[src/sv/cache_with_next_line_prefetch_macros.svh]
// Assertion macros shared by the cache RTL.
`ifndef CACHE_WITH_NEXT_LINE_PREFETCH_MACROS_SVH
`define CACHE_WITH_NEXT_LINE_PREFETCH_MACROS_SVH

// Implication checked on every rising clk edge outside reset.
`define CWNLP_ASSERT_IMPL(name, pre, post) \
    name: assert property (@(posedge clk) disable iff (!rst_n) (pre) |-> (post)) \
        else $error("cache check failed");

// Condition that must hold on every rising clk edge outside reset.
`define CWNLP_ASSERT_ALWAYS(name, cond) \
    name: assert property (@(posedge clk) disable iff (!rst_n) (cond)) \
        else $error("cache invariant failed");

`endif

[src/sv/cwnlp_pkg.sv]
// Package: types, constants and address helpers for the cache.
`default_nettype none
package cwnlp_pkg;
    localparam int MAX_SETS  = 256;
    localparam int MAX_WAYS  = 8;
    localparam int ADDR_BITS = 48;
    localparam int STAMP_W   = 32;
    localparam int SET_W     = $clog2(MAX_SETS);
    localparam int WAY_W     = $clog2(MAX_WAYS);
    localparam int WAYS_W    = WAY_W + 1;
    localparam int OFF_W     = 4;
    localparam int SIB_W     = 4;
    localparam int CFG_W     = 4;
    localparam int CFG_IDX_W = 3;
    localparam int IN_W      = 56;
    localparam int OUT_W     = 8;

    // One memory row holds a whole set.
    typedef struct packed {
        logic [MAX_WAYS-1:0]                valid;
        logic [MAX_WAYS-1:0][ADDR_BITS-1:0] tag;
        logic [MAX_WAYS-1:0][STAMP_W-1:0]   stamp;
    } row_t;

    localparam int ROW_W = $bits(row_t);

    typedef struct packed {
        logic hit;
        logic adv;
    } lookup_t;

    typedef enum logic [1:0] {
        ST_IDLE,
        ST_DEM,
        ST_PF_RD,
        ST_PF
    } state_t;

    typedef enum logic [CFG_IDX_W-1:0] {
        CFG_OFF  = 3'd0,
        CFG_SIB  = 3'd1,
        CFG_WAYS = 3'd2,
        CFG_LRU  = 3'd3,
        CFG_PF   = 3'd4
    } cfg_idx_t;

    function automatic logic [SIB_W-1:0] eff_sib(input logic [SIB_W-1:0] sib);
        return (sib > SIB_W'(SET_W)) ? SIB_W'(SET_W) : sib;
    endfunction

    function automatic logic [WAYS_W-1:0] eff_ways(input logic [CFG_W-1:0] w);
        logic [WAYS_W-1:0] r;
        if (w == '0)
            r = WAYS_W'(1);
        else if (w > CFG_W'(MAX_WAYS))
            r = WAYS_W'(MAX_WAYS);
        else
            r = WAYS_W'(w);
        return r;
    endfunction

    function automatic logic [SET_W-1:0] set_of(input logic [ADDR_BITS-1:0] addr,
                                                 input logic [OFF_W-1:0] off,
                                                 input logic [SIB_W-1:0] sib);
        logic [ADDR_BITS-1:0] s;
        logic [SET_W:0]       m;
        s = addr >> off;
        m = ((SET_W+1)'(1) << sib) - (SET_W+1)'(1);
        return s[SET_W-1:0] & m[SET_W-1:0];
    endfunction

    function automatic logic [ADDR_BITS-1:0] tag_of(input logic [ADDR_BITS-1:0] addr,
                                                    input logic [OFF_W-1:0] off,
                                                    input logic [SIB_W-1:0] sib);
        logic [OFF_W:0] sh;
        sh = {1'b0, off} + {1'b0, sib};
        return addr >> sh;
    endfunction
endpackage
`default_nettype wire

[src/sv/cwnlp_lookup.sv]
// Set lookup: hit detection, fill or victim choice, stamp update of one row.
`default_nettype none
module cwnlp_lookup (
    input  wire cwnlp_pkg::row_t                row,
    input  wire logic                           row_valid,
    input  wire logic [cwnlp_pkg::ADDR_BITS-1:0] tag,
    input  wire logic [cwnlp_pkg::WAYS_W-1:0]   ways,
    input  wire logic                           refresh,
    input  wire logic [cwnlp_pkg::STAMP_W-1:0]  cnt,
    output cwnlp_pkg::row_t                     new_row,
    output cwnlp_pkg::lookup_t                  res,
    output logic      [cwnlp_pkg::STAMP_W-1:0]  cnt_next
);
    import cwnlp_pkg::*;

    logic [MAX_WAYS-1:0] vld;
    logic                found;
    logic [WAY_W-1:0]    fidx;
    logic [WAY_W-1:0]    victim;
    logic [STAMP_W-1:0]  best;
    logic [STAMP_W-1:0]  cnt_inc;

    assign vld     = row_valid ? row.valid : '0;
    assign cnt_inc = (cnt == '1) ? cnt : cnt + STAMP_W'(1);

    // First way in use that is empty or matches
    always_comb
    begin
        found = 1'b0;
        fidx  = '0;
        for (int w = 0; w < MAX_WAYS; w++)
        begin
            if (!found && (WAYS_W'(w) < ways) && (!vld[w] || row.tag[w] == tag))
            begin
                found = 1'b1;
                fidx  = WAY_W'(w);
            end
        end
    end

    // Oldest stamp, highest way on a tie
    always_comb
    begin
        victim = '0;
        best   = row.stamp[0];
        for (int w = 0; w < MAX_WAYS; w++)
        begin
            if ((WAYS_W'(w) < ways) && (row.stamp[w] <= best))
            begin
                best   = row.stamp[w];
                victim = WAY_W'(w);
            end
        end
    end

    // Row update
    always_comb
    begin
        new_row       = row;
        new_row.valid = vld;
        res.hit       = found && vld[fidx];
        res.adv       = 1'b1;
        if (res.hit)
        begin
            res.adv = refresh;
            if (refresh)
                new_row.stamp[fidx] = cnt_inc;
        end
        else if (found)
        begin
            new_row.valid[fidx] = 1'b1;
            new_row.tag[fidx]   = tag;
            new_row.stamp[fidx] = cnt_inc;
        end
        else
        begin
            new_row.valid[victim] = 1'b1;
            new_row.tag[victim]   = tag;
            new_row.stamp[victim] = cnt_inc;
        end
        cnt_next = res.adv ? cnt_inc : cnt;
    end
endmodule
`default_nettype wire

[config.mk]
export PLATFORM = sky130hd
export DESIGN_NAME = cwnlp_lookup
export DESIGN_NICKNAME = d
export VERILOG_FILES = /design/src/sv/cache_with_next_line_prefetch_macros.svh /design/src/sv/cwnlp_pkg.sv /design/src/sv/cwnlp_lookup.sv
export SDC_FILE = /design/constraint.sdc
export NUM_CORES = 2
export LEC_CHECK = 0
export BUFFER_PORTS_ARGS = -buffer_cell sky130_fd_sc_hd__buf_2
export CORE_AREA = 2 2 546 548
export DETAILED_ROUTE_END_ITERATION = 8
export DIE_AREA = 0 0 548 550
export GPL_ROUTABILITY_DRIVEN = 0
export PLACE_DENSITY = 0.3
export SKIP_LAST_GASP = 1
export SYNTH_ARGS = -nofsm -noshare
export SYNTH_HDL_FRONTEND = slang
export SYNTH_SLANG_ARGS = --single-unit
[constraint.sdc]
create_clock -name vclk -period 42.7
set_input_delay 6.405 -clock vclk [all_inputs]
set_output_delay 6.405 -clock vclk [all_outputs]
set_load 0.01 [all_outputs]
Word level (Yosys, flattened, before mapping)

Index checks and enable logic that the tools add are counted.

Register bits: 0
Bits of input ports: 734
Word-level logic and storage cells: 133

Add/subtract/negate cells: 1
Order comparisons: 19
Equality and inequality tests: 9
Mux-type cells: 54
Bitwise logic cells: 2
Reductions and logical operators: 48

Operators with widths:

| operator                                            | number |
|---|---|
| bitwise mux 384 bit                                 | 2 |
| 2-to-1 mux 648 bit                                  | 1 |
| bitwise mux 256 bit                                 | 2 |
| 2-to-1 mux 256 bit                                  | 2 |
| 2-to-1 mux 392 bit                                  | 1 |
| equality test 48 bit                                | 8 |
| 2-to-1 mux 32 bit                                   | 10 |
| demux 48 bit (select 3 bit)                         | 2 |
| less-or-equal comparator 32 bit                     | 7 |
| demux 32 bit (select 3 bit)                         | 2 |
| 2-to-1 mux 48 bit                                   | 2 |
| 2-to-1 mux 3 bit                                    | 12 |
| adder 32 x 1 -> 32 bit (second input constant)      | 1 |
| equality test 32 bit (second input constant)        | 1 |
| logical AND 1 bit                                   | 25 |
| < comparator 3 x 4 -> 1 bit (first input constant)  | 4 |
| OR 8 bit                                            | 2 |
| logical NOT 1 bit                                   | 15 |
| 2-to-1 mux 1 bit                                    | 14 |
| logical OR 1 bit                                    | 8 |
| < comparator 1 x 4 -> 1 bit (first input constant)  | 2 |
| < comparator 2 x 4 -> 1 bit (first input constant)  | 2 |
| < comparator 3 x 4 -> 1 bit (second input constant) | 2 |
| 2-to-1 mux 8 bit                                    | 1 |
| 3 further kinds                                     | 5 |

Logic depth before layout (Yosys ltp)

Word-level depth: 40
Gate-level depth with buffers: 100

Least setup slack after synthesis

OpenSTA, ideal clock, no wires.

Path kind: input -> output
Start point: input port row[19] (netlist name)
End point: output port new_row[56] (netlist name)
Arrival: 24.510 ns
Data required time: 36.295 ns
Path slack: 11.785 ns
Stages on the path: 92
Buffers on the path: 12
Cells stage by stage: inv_1 ha_1 a41oi_1 o21ai_0 a211oi_1 o211ai_1 a21oi_2 clkbuf_1 buf_1 a21oi_1 ha_1 nand3_1 or3_1 o211ai_1 a211oi_1 a21oi_1 mux2i_1 a31oi_4 (+56 left out) clkbuf_1 mux2_2 ha_1 nor2b_1 o21a_1 o21a_1 o21ai_0 a21oi_1 o21ai_0 a21boi_0 nor3_1 o21ai_0 and3_1 and2_1 nand4_1 o22ai_2 buf_2 mux2_1

RTL lines:

| item               | line               | RTL |
|---|---|---|
| start: declaration | cwnlp_lookup.sv:4  | `input wire cwnlp_pkg::row_t row,` |
| end: declaration   | cwnlp_lookup.sv:10 | `output cwnlp_pkg::row_t new_row,` |

==> summary.md <==
| Metric | Value |
|---|---|
| CLK BUF | 0 |
| Synth Instances | 3388 |
| Finished Layout Cells | 8657 |
| Filler cells | 34700 |
| Die Y | 550 um |
| Lkg Pwr | 15.9 nW |
| Antenna Nets Post-Route | 0 |
| Pins over their slew limit | 0 |
| Min cycle time layout | 38.27 ns |
| Final design utilization | 12.6% |
| Compound-Gate Fraction of Synth Area | 16.8% |
| Simple-gate portion of the synthesized area | 19.8% |
| Outcome | completed |
| WL/cell | 39.0 um |
| Setup TNS | 0 ns |
| Initial DRC Count | 2613 |
| Largest fanout on the critical path | 60 |
| PortBufs | 1415 |
| Placed inst area | 36900 um2 |
| Mapped Area | 24900 um2 |
| Max-cap violations | 0 |
| CTS hold repair buffers | 0 |
| Normalized max-slew margin | 3.36% |
| CP most frequent cell | a21o_1 |
| Worst setup margin | 4.43 ns |
| Most area-consuming cells after synthesis | mux2_2 24%, xnor2_1 13%, ha_1 11%, a21oi_1 5.1%, nand3_1 4.7% |
| CP Capture Type | output pin |
| Hold Path Stages | 3 |
| Multiplexer share of the synthesized area | 27.7% |
| Synthesized area per cell | 7.34 um2 |
| Net Count, Synth | 4343 |
| Slowest-stage cell, CP | o21ai_0 |
| Die area | 301000 um2 |
| Hold_ws | 13.14 ns |
| Dpl cells | 8562 |
| Final wirelength | 338000 um |
| GRT Overall Usage | 21.3% |
| Fmax | 26.1 MHz |
| Nets | 5580 |
| Worst VDD drop | 0.0000227 V |
| Cell Rows | 200 |
| Vias | 34900 |
| Setup Slack @ Placement | 3.93 ns |
| GRT Residual Overflow | 0 |
| FFs & Latches | 0 |
| Cts repair resizes | 0 |
| Largest family of logic cells by synthesized area | multiplexers |
| Final Hold Viols | 0 |
| Worst Hold Class | primary input to output pin |
| DRC | 0 |
| Register area | 0 um2 |
| Startpoint types | primary input |
| Max incr delay on CP | 0.80 ns |
| Number of synthesis warnings | 0 |
| Layout cells sized above 1 | 46.3% |
| Tot Pwr | 0.914 mW |
| First-pass GRT wire length | 416000 um |
| Die width | 548 um |
| Syn-to-layout area delta | 49.3% |
| Synth area leader | mux2_2 |
| Tcrit/Tclk final | 89.6% |
| Via/cell ratio | 4.03 |
| Post-synthesis xor/xnor area fraction | 15.7% |
| Final instance area | 37100 um2 |
| Synth Area in Adders | 11.2% |
| Largest net degree at the start of global routing | 95 |
| Crit path kind | primary input to output pin |
| Post-DP HPWL | 294000 um |
| CP arrival | 31.86 ns |
| Vias in the first global route | 34800 |
| Most common cell after layout, fill and taps aside | buf_2 |
| Setup repair after global routing missed its margin | no |
| Commonest cells after routing, fill and taps aside | 1415 x buf_2, 521 x mux2_2, 361 x xnor2_1 |
| CORE AREA | 296000 um2 |
| Top-Level Pins | 1416 |
| Initial core utilization | 8.42% |
| Initial DRT Pass Iterations | 8 |
| Final setup viols | 0 |
| Synth top area share | 23.6% |
| Tightest Pin Transition | 1.42 ns |
| Setup Buffers After CTS | 0 |
| P per Cell Area | 24.6 nW/um2 |
| Initial antenna violation count | 224 |
| Yosys cell types | 80 |
| CP Data Required Time | 36.29 ns |
| Post-synthesis sequential area ratio | 0% |
[where the power goes]
| group | switching, mW | total [mW] | internal [mW] |
|---|---|---|---|
| sequential | 0 | 0 | 0 |
| clock | 0 | 0.00000000498 | 0.00000000438 |
| combinational | 0.601 | 0.914 | 0.313 |
[worst max-delay path: cells and delay by family]
| kind | cells | cell delay [ns] |
|---|---|---|
| mux | 7 | 2.34 |
| simple gates | 18 | 5.74 |
| fa+ha+maj | 7 | 1.78 |
| buf+inv | 11 | 3.11 |
| compound gates | 42 | 12.11 |
[kinds of logic (layout without fill, tap and decap cells)]
group,count (synthesis),after routing
and+or+nand+nor,928,928
AOI/OAI and AO/OA,638,638
muxes,621,621
buffers and inverters,531,1766
xor gates and xnor gates,447,447
adders and majority gates,222,222
other,1,96
[per-layer routing]
metal	global-route usage [%]	part of all wire (%)
met2	41.4	53
met1	20.0	32
met3	4.65	6.4
met4	13.8	7.9
met5	0	0.028
[layout make-up]
type	instances	area [um2]	share of cell area [%]
Tap cell	3939	4930	13.3
Multi-Input combinational cell	2857	23100	62.2
Inverter	223	840	2.26
Timing Repair Buffer	1543	8040	21.7
Antenna cell	95	238	0.640
[synth_stat cells, types with 57 or more instances]
| cell type | instances |
|---|---|
| mux2_2 | 522 |
| xnor2_1 | 373 |
| a21oi_1 | 255 |
| nand3_1 | 232 |
| inv_1 | 222 |
| ha_1 | 221 |
| clkbuf_1 | 182 |
| nor2_1 | 166 |
| nand4_1 | 141 |
| and3_1 | 109 |
| o211ai_1 | 104 |
| buf_2 | 101 |
| mux2i_1 | 91 |
| nand2_1 | 81 |
| xor2_1 | 74 |
| o21ai_0 | 71 |
| nor4_1 | 69 |
| a21o_1 | 63 |
| and2_1 | 57 |
[worst paths after layout]
kind                     from            to  slack [ns]
worst min-delay path  cnt[11]  cnt_next[11]       13.14
worst max-delay path  row[19]  new_row[408]        4.43
No activity file was read; power rests on OpenSTA's default activity.
