===== src/sv/cache_with_next_line_prefetch_macros.svh =====
// Assertion macros shared by the cache RTL.
`ifndef CACHE_WITH_NEXT_LINE_PREFETCH_MACROS_SVH
`define CACHE_WITH_NEXT_LINE_PREFETCH_MACROS_SVH

// Implication checked on every rising clk edge outside reset.
`define CWNLP_ASSERT_IMPL(name, pre, post) \
    name: assert property (@(posedge clk) disable iff (!rst_n) (pre) |-> (post)) \
        else $error("cache check failed");

// Condition that must hold on every rising clk edge outside reset.
`define CWNLP_ASSERT_ALWAYS(name, cond) \
    name: assert property (@(posedge clk) disable iff (!rst_n) (cond)) \
        else $error("cache invariant failed");

`endif


===== src/sv/cwnlp_ram.sv =====
// Generic single-write, single-read RAM with registered read data.
`default_nettype none
module cwnlp_ram #(
    parameter int WIDTH = 8,
    parameter int DEPTH = 16
) (
    input  wire logic                     clk,
    input  wire logic                     we,
    input  wire logic [$clog2(DEPTH)-1:0] waddr,
    input  wire logic [WIDTH-1:0]         wdata,
    input  wire logic                     re,
    input  wire logic [$clog2(DEPTH)-1:0] raddr,
    output logic      [WIDTH-1:0]         rdata
);
    logic [WIDTH-1:0] mem [DEPTH];

    always_ff @(posedge clk)
    begin
        if (we)
            mem[waddr] <= wdata;
        if (re)
            rdata <= mem[raddr];
    end
endmodule
`default_nettype wire


===== config.mk =====
export PLATFORM = sky130hd
export DESIGN_NAME = cwnlp_ram
export DESIGN_NICKNAME = d
export VERILOG_FILES = /design/src/sv/cache_with_next_line_prefetch_macros.svh /design/src/sv/cwnlp_ram.sv
export SDC_FILE = /design/constraint.sdc
export NUM_CORES = 1
export LEC_CHECK = 0
export BUFFER_PORTS_ARGS = -buffer_cell sky130_fd_sc_hd__buf_4
export CORE_UTILIZATION = 50
export CTS_BUF_LIST = sky130_fd_sc_hd__clkbuf_8
export CTS_CLUSTER_DIAMETER = 200
export DETAILED_ROUTE_END_ITERATION = 10
export PLACE_DENSITY = 0.7
export SLEW_MARGIN = 10
export SYNTH_ARGS = -nofsm -noshare
export SYNTH_HDL_FRONTEND = slang
export SYNTH_SLANG_ARGS = --single-unit

===== constraint.sdc =====
create_clock -name clk -period 1.51 [get_ports clk]
set_input_delay 0.151 -clock clk [delete_from_list [all_inputs] [get_ports clk]]
set_output_delay 0.151 -clock clk [all_outputs]
set_load 0.005 [all_outputs]

# Yosys cells after proc, flatten, opt, wreduce, memory -nomap -nowiden
# Memory sizes are Yosys's and may differ from the RTL's. A register that Yosys moved wholly into a read port is not among the register bits.
# Cells that the tools add are included.
totals:
  word_cells: 3
  memories: 1
  mem_bits_rw: 128
  inputBits: 19
  rom_bits: 0
  latch_bits: 0
  ff_bits: 0
  out_inout_bits: 8
op_classes:
  add_sub_neg: 0
  n_eq_ne: 0
  n_shift: 0
  reduce_logical: 0
  n_mux: 2
  order_cmp: 0
  multipliers: 0
  bitwise: 0
  n_div: 0
memory_table:
  columns: ["memory", "words", "word_bits", "read_ports", "rd_ports_with_merged_regs", "wr", "line_no", "text"]
  rows:
  - ["mem", 16, 8, 1, 1, 1, "cwnlp_ram.sv:15", "logic [WIDTH-1:0] mem [DEPTH];"]
ops:
  columns: ["cell", "n"]
  rows:
  - ["$mux W1", 2]

# Depth between registers and ports, before layout
# Gate-level depths: netlist of the first run.
logic_depth:
  word_depth: 2
  ltp_mapped: 5
  ltp_nobuf: 3

# Worst setup path before layout of the first run
# Ideal clock, no wire load.
synth_timing:
  path_kind: "input to register"
  startpoint: "input waddr[2]"
  endpoint: "memory mem[0][0], enable pin"
  n_path_buf: 0
  path_slack_ns: -0.134
  setup_time_ns: 0.383
  stages: 2
  required_time_ns: 1.127
  arrival_time_ns: 1.261
  path_cell_list: "or3b_2 -> nor3_1"
synth_lines:
  columns: ["item", "line_no", "text"]
  rows:
  - ["start: declaration", "cwnlp_ram.sv:9", "input wire logic [$clog2(DEPTH)-1:0] waddr,"]
  - ["end: declaration", "cwnlp_ram.sv:15", null]
# No word-level cell before the write port.

==> results.toml, run 1 <==
[status]
outcome = "finished, final reports clean"

[timing]
hold_violations = 0
tns_ps = 0
setup_violations = 0
finalCritPeriodShare_pct = 96.87
maxSlewHeadroom_pct = 44.50
fmax_mhz = 683.7
fin_ws_ps = 47.30
tightest_slew_ps = 829.4
final_max_slew_viol_count = 0
skew_ps = 6.441
period_minus_slack_ps = 1463
rsz0062_at_grt = "no"
holdWs_ps = 27.97

[detailed_routing]
avgRoutedWirePerCell_um = 22.05
routed_via_density = 5.700
drt_iter0_drc = 152
antenna_left = 0
drc = 0
routed-via-count = 2531
firstDrtPassIters = 4
totalWireLength_um = 9791

[placed_design]
io_buffers = 26
dp.cells = 412
place.gp.congestion = 0.8094
hpwl_um = 6548
dp_worst_setup_slack_ps = -194.3

[logic_synthesis]
synth.avg_cell_area_um2 = 22.83
syn-num-nets = 248
syn-instance-count = 229
synth_seq_cells = 136
syn_area_um2 = 5228
synth_area_leaders = "edfxtp_1, mux4_2, mux4_1"
synth_cell_types = 18
yosysWarnings = 0
yosysMostFrequentCell = "edfxtp_1"
async_reset_ff_share_pct = 0
synth_edf_count = 136
yosys.area.top_type_share_pct = 78.12
yosysSeqAreaShare_pct = 78.12
synth_ff_type = "edfxtp_1"
synth_common_cells = "edfxtp_1, mux4_2, a22oi_1"
synth_area_leader_cell = "edfxtp_1"

[pwr]
combPwrFrac_pct = 5.6
p_sw_share_pct = 19.75
clkPwrFrac_pct = 40.9
p_leak_nw = 2.159
finalPower_mw = 7.991
power_frac_seq_pct = 53.5
switchingPower_mw = 1.578
peakVddDrop_mv = 0.7175
power_density_nw_per_um2 = 1271
intPower_mw = 6.413

[grt]
antenna_found_initial = 0
grt_overflow = 0
grt_max_degree = 17
grt_first_pass_wirelength_um = 15040
first_global_vias = 2588
grt_use_total_pct = 19.98

[setup_path]
crit_fanout = 1
worst-r2r-setup-slack_ps = 50
reg2reg_from = "mem[9][1]$_DFFE_PP_"
path_class = "reg -> reg"
crit_path_end_kind = "register"
worst-path-buf-inv = 0
path_cells = "mux4_1, a22oi_1, nand2_1"
crit_family = "multiplexers"
reg2reg_depth = 3
start_kind = "register"
rr_endpoint = "rdata[1]$_DFFE_PP_"
cp_slowest_cell = "mux4_1"
slowest_delay_ps = 510
crit_cells = 3
crit_arrival_ps = 1640
crit_required_ps = 1690

[floorplanning]
die-area_um2 = 10870
die_height_um = 104.3
num_rows = 36
core_um2 = 9955
dieWidth_um = 104.3
initial_core_util_pct = 52.51
pin_count = 27

[clock_network]
clockRootBuffer = "clkbuf_8"
postCtsSetupRepairBufs = 0
clock-sinks = 136
cts_tree = "yes"
clkLatencyLatePin_ps = 430
htreeDepth = 4
clk_pin_slew_ps = 80
clockBufferDepth = 2
cts_buffers = 17

[job]
max_cap_violations = 0

[hold_path]
hp-class = "in -> reg"
hold_end = "mem[7][6]$_DFFE_PP_"
hp-start = "wdata[6]"
hold_path_depth = 1

[finish]
drive_above_1_share_pct = 36.33
area_growth_pct = 20.27
num_antenna_cells = 0
fill_cells = 685
instances_no_fill = 444
nets = 318
[placed cells by master (no fill, tap or decap)]
cell type,instances
nand2b_1,2
nor3_2,1
edfxtp_1,136
dlygate4sd3_1,1
a22oi_2,3
mux4_2,19
nor2_1,13
and2_1,1
buf_12,5
clkinv_4,2
and2b_1,1
nand3b_1,2
inv_1,1
clkinv_2,3
buf_4,55
nand3_1,1
bufinv_16,5
or3b_2,1
mux4_1,13
clkinv_1,1
nor3_1,3
nand2_1,9
a22oi_1,13
nor2b_1,1
clkinvlp_4,1
clkbuf_8,17
inv_6,1
[cell families (layout without fill, tap and decap cells)]
kind of cell	after synthesis	in the layout	share of synthesized area (%)
flip-flops	136	136	78.12
AND/OR/NAND/NOR	35	35	3.136
multiplexers	32	32	14.79
buffers and inverters	10	92	1.651
AO/OA/AOI/OAI	16	16	2.298
[power groups by stage]
stage	Combinational, mW	Clock [mW]	Sequential, mW
after floorplan	0.215	0	4.35
after global placement	0.434	0	4.35
after detailed placement	0.444	0	4.36
after CTS	0.451	3.32	4.27
after global routing	0.481	3.48	4.28
final	0.448	3.27	4.27
[how the worst max path moves through the flow]
stage	startpoint	to	slack [ps]
6_report	mem[9][1]$_DFFE_PP_	rdata[1]$_DFFE_PP_	50
5_1_grt	mem[9][1]$_DFFE_PP_	rdata[1]$_DFFE_PP_	4
4_1_cts	mem[2][2]$_DFFE_PP_	rdata[2]$_DFFE_PP_	20
3_5_place_dp	raddr[0]	rdata[0]$_DFFE_PP_	-190
3_3_place_gp	raddr[0]	rdata[7]$_DFFE_PP_	-220
2_1_floorplan	raddr[0]	rdata[1]$_DFFE_PP_	80
[flip-flops by register name, indices dropped and copies added (netlist names)]
signal,count
mem,128
rdata,8
[timing repair]
action	in CTS	in global routing
hold endpoints to repair	7	0
resized for setup	2	2
pin swaps	0	1
hold buffers	1	0
setup endpoints to repair	2	2
[per-layer routing]
| metal | share of wire (%) | vias up | global-route usage [%] |
|---|---|---|---|
| met5 | 0 | - | 0 |
| met4 | 0.97 | 0 | 7.653 |
| met3 | 6.1 | 7 | 5.890 |
| met2 | 48 | 85 | 30.29 |
| met1 | 45 | 1322 | 27.61 |
| li1 | - | 1117 | - |
[area by class of cell]
type	count	area, µm²	share of cell area [%]
sequential	136	4084	64.96
timing repair buffer	61	523.0	8.318
clock inverter	14	206.4	3.284
clock buffer	17	234.0	3.721
tap	133	166.4	2.647
multi-input combinational	83	1074	17.07
[stage by stage]
stage / instance area (µm²) / utilization [%]
after CTS: 6286 / 63.15
after detailed placement: 5826 / 58.52
final: 6287 / 63.16
after global routing: 6287 / 63.16
after global placement: 5826 / 58.52
after floorplan: 5233 / -
Power figures use the tool's default switching activity.
==> inputs of run 2 (changes only) <==
- PLACE_DENSITY: 0.7 -> 0.67
- clock period: 1.51 -> 1.6 ns (I/O delays scaled with it)
==> run 2 against run 1 <==
  * Sequential share of layout area grew 1.6 points
  * Clock skew is 2.1 ps higher
  * First-iteration DRC count grew 20%
  * Combinational power is 8.0% lower
  * Non-clock buffer count shrank 7
  * Flip-flop and latch count unchanged
  * Sequential power fell by 5.6%
  * Highest routed layer unchanged
==> results.toml, run 2 (same netlist as run 1, synthesis figures left out) <==
[detailed_routing]
avgRoutedWirePerCell_um = 22.68
antenna_left = 0
routed-via-count = 2481
drc = 0
totalWireLength_um = 9909
drt_iter0_drc = 182
firstDrtPassIters = 4
routed_via_density = 5.677

[timing]
maxSlewHeadroom_pct = 73.96
fmax_mhz = 674.0
finalCritPeriodShare_pct = 92.73
tightest_slew_ps = 390.6
period_minus_slack_ps = 1484
setup_violations = 0
final_max_slew_viol_count = 0
hold_violations = 0
skew_ps = 8.504
holdWs_ps = 31.58
rsz0062_at_grt = "no"

[placed_design]
hpwl_um = 6404
placed_area_um2 = 5781
io_buffers = 26
place.gp.congestion = 0.7049
dp.cells = 406

[finish]
reg_top3 = "mem x128, rdata x8"
num_antenna_cells = 0
nets = 311
area_growth_pct = 17.30
layout_common_cells = "edfxtp_1, buf_4, mux4_2"
instances_no_fill = 437
final_common_cell = "edfxtp_1"
final_area_um2 = 6132
largest_register_ffs = 128
fill_cells = 701
largest_register = "mem"
drive_above_1_share_pct = 32.57

[pwr]
p_leak_nw = 2.083
combPwrFrac_pct = 5.9
clkPwrFrac_pct = 36.3
peakVddDrop_mv = 0.5170
p_sw_share_pct = 20.65
power_frac_seq_pct = 57.8
switchingPower_mw = 1.442
power_density_nw_per_um2 = 1139
intPower_mw = 5.540

[clock_network]
clk_pin_slew_ps = 70
clkLatencyLatePin_ps = 430
cts_buffers = 17
htreeDepth = 4
clock-sinks = 136
clockBufferDepth = 2
postCtsSetupRepairBufs = 0
clockRootBuffer = "clkbuf_8"
hold_buffers = 0
cts_tree = "yes"
ctsResizeCount = 0

[setup_path]
worst-r2r-setup-slack_ps = 120
crit_required_ps = 1780
critPathLaunch = "mem[6][3]$_DFFE_PP_"
reg2reg_from = "mem[6][3]$_DFFE_PP_"
crit_path_end_kind = "register"
rr_endpoint = "rdata[3]$_DFFE_PP_"
path_cells = "mux4_1, a22oi_1, nand2_1"
path_class = "reg -> reg"
slowest_delay_ps = 560
crit_cells = 3
crit_family = "multiplexers"
cp_slowest_cell = "mux4_1"
critPathCapture = "rdata[3]$_DFFE_PP_"
crit_fanout = 1
reg2reg_depth = 3
crit_arrival_ps = 1670
worst-path-buf-inv = 0
start_kind = "register"

[floorplanning]
die-area_um2 = 10870
dieWidth_um = 104.3
die_height_um = 104.3
pin_count = 27
initial_core_util_pct = 52.51
core_um2 = 9955
num_rows = 36

[grt]
grt_max_degree = 17
antenna_found_initial = 0
first_global_vias = 2536
grt_first_pass_wirelength_um = 15340
grt_use_total_pct = 20.29
grt_overflow = 0

[hold_path]
hp-class = "in -> reg"

[status]
outcome = "finished, final reports clean"

[job]
max_cap_violations = 0
[run 2: power groups by stage]
| stage | clock [mW] | combinational [mW] | sequential [mW] |
|---|---|---|---|
| global route | 2.74 | 0.447 | 4.04 |
| CTS | 2.60 | 0.423 | 4.04 |
| floorplan | 0 | 0.203 | 4.10 |
| global placement | 0 | 0.410 | 4.11 |
| finish | 2.54 | 0.412 | 4.03 |
| detailed placement | 0 | 0.421 | 4.11 |
[run 2: metrics by stage]
step	setup WS (ps)	total power, mW	setup TNS [ps]	utilization, %
after floorplan	157.6	4.308	0	-
after global placement	-69.06	4.521	-226.0	58.07
after detailed placement	-95.52	4.534	-346.2	58.07
after CTS	86.17	7.054	0	61.60
after global routing	45.43	7.225	0	61.60
final	116.4	6.982	0	61.60
[run 2: how the worst min path moves through the flow]
stage	from	endpoint	slack (ps)	depth (start not counted)
after floorplan	wdata[0]	mem[0][0]$_DFFE_PP_	260	0
after global placement	wdata[2]	mem[15][2]$_DFFE_PP_	460	1
after detailed placement	wdata[2]	mem[15][2]$_DFFE_PP_	470	1
final	wdata[2]	mem[2][2]$_DFFE_PP_	30	1
after global routing	wdata[2]	mem[15][2]$_DFFE_PP_	8	1
after CTS	wdata[2]	mem[3][2]$_DFFE_PP_	6	1
[run 2: cell type report]
class / count / area [µm²] / share of cell area (%)
Clock buffer: 17 / 234.0 / 3.816
Tap cell: 133 / 166.4 / 2.714
Multi-Input combinational cell: 83 / 1062 / 17.32
Sequential cell: 136 / 4084 / 66.60
Timing Repair Buffer: 54 / 467.9 / 7.631
Clock inverter: 14 / 117.6 / 1.918
[run 2: routing by layer]
layer  routed length (µm)  global-route usage, %
met1                 4235                  28.42
met2                 4906                  30.71
met3                  662                  6.454
met4                  106                  6.224
met5                    0                      0
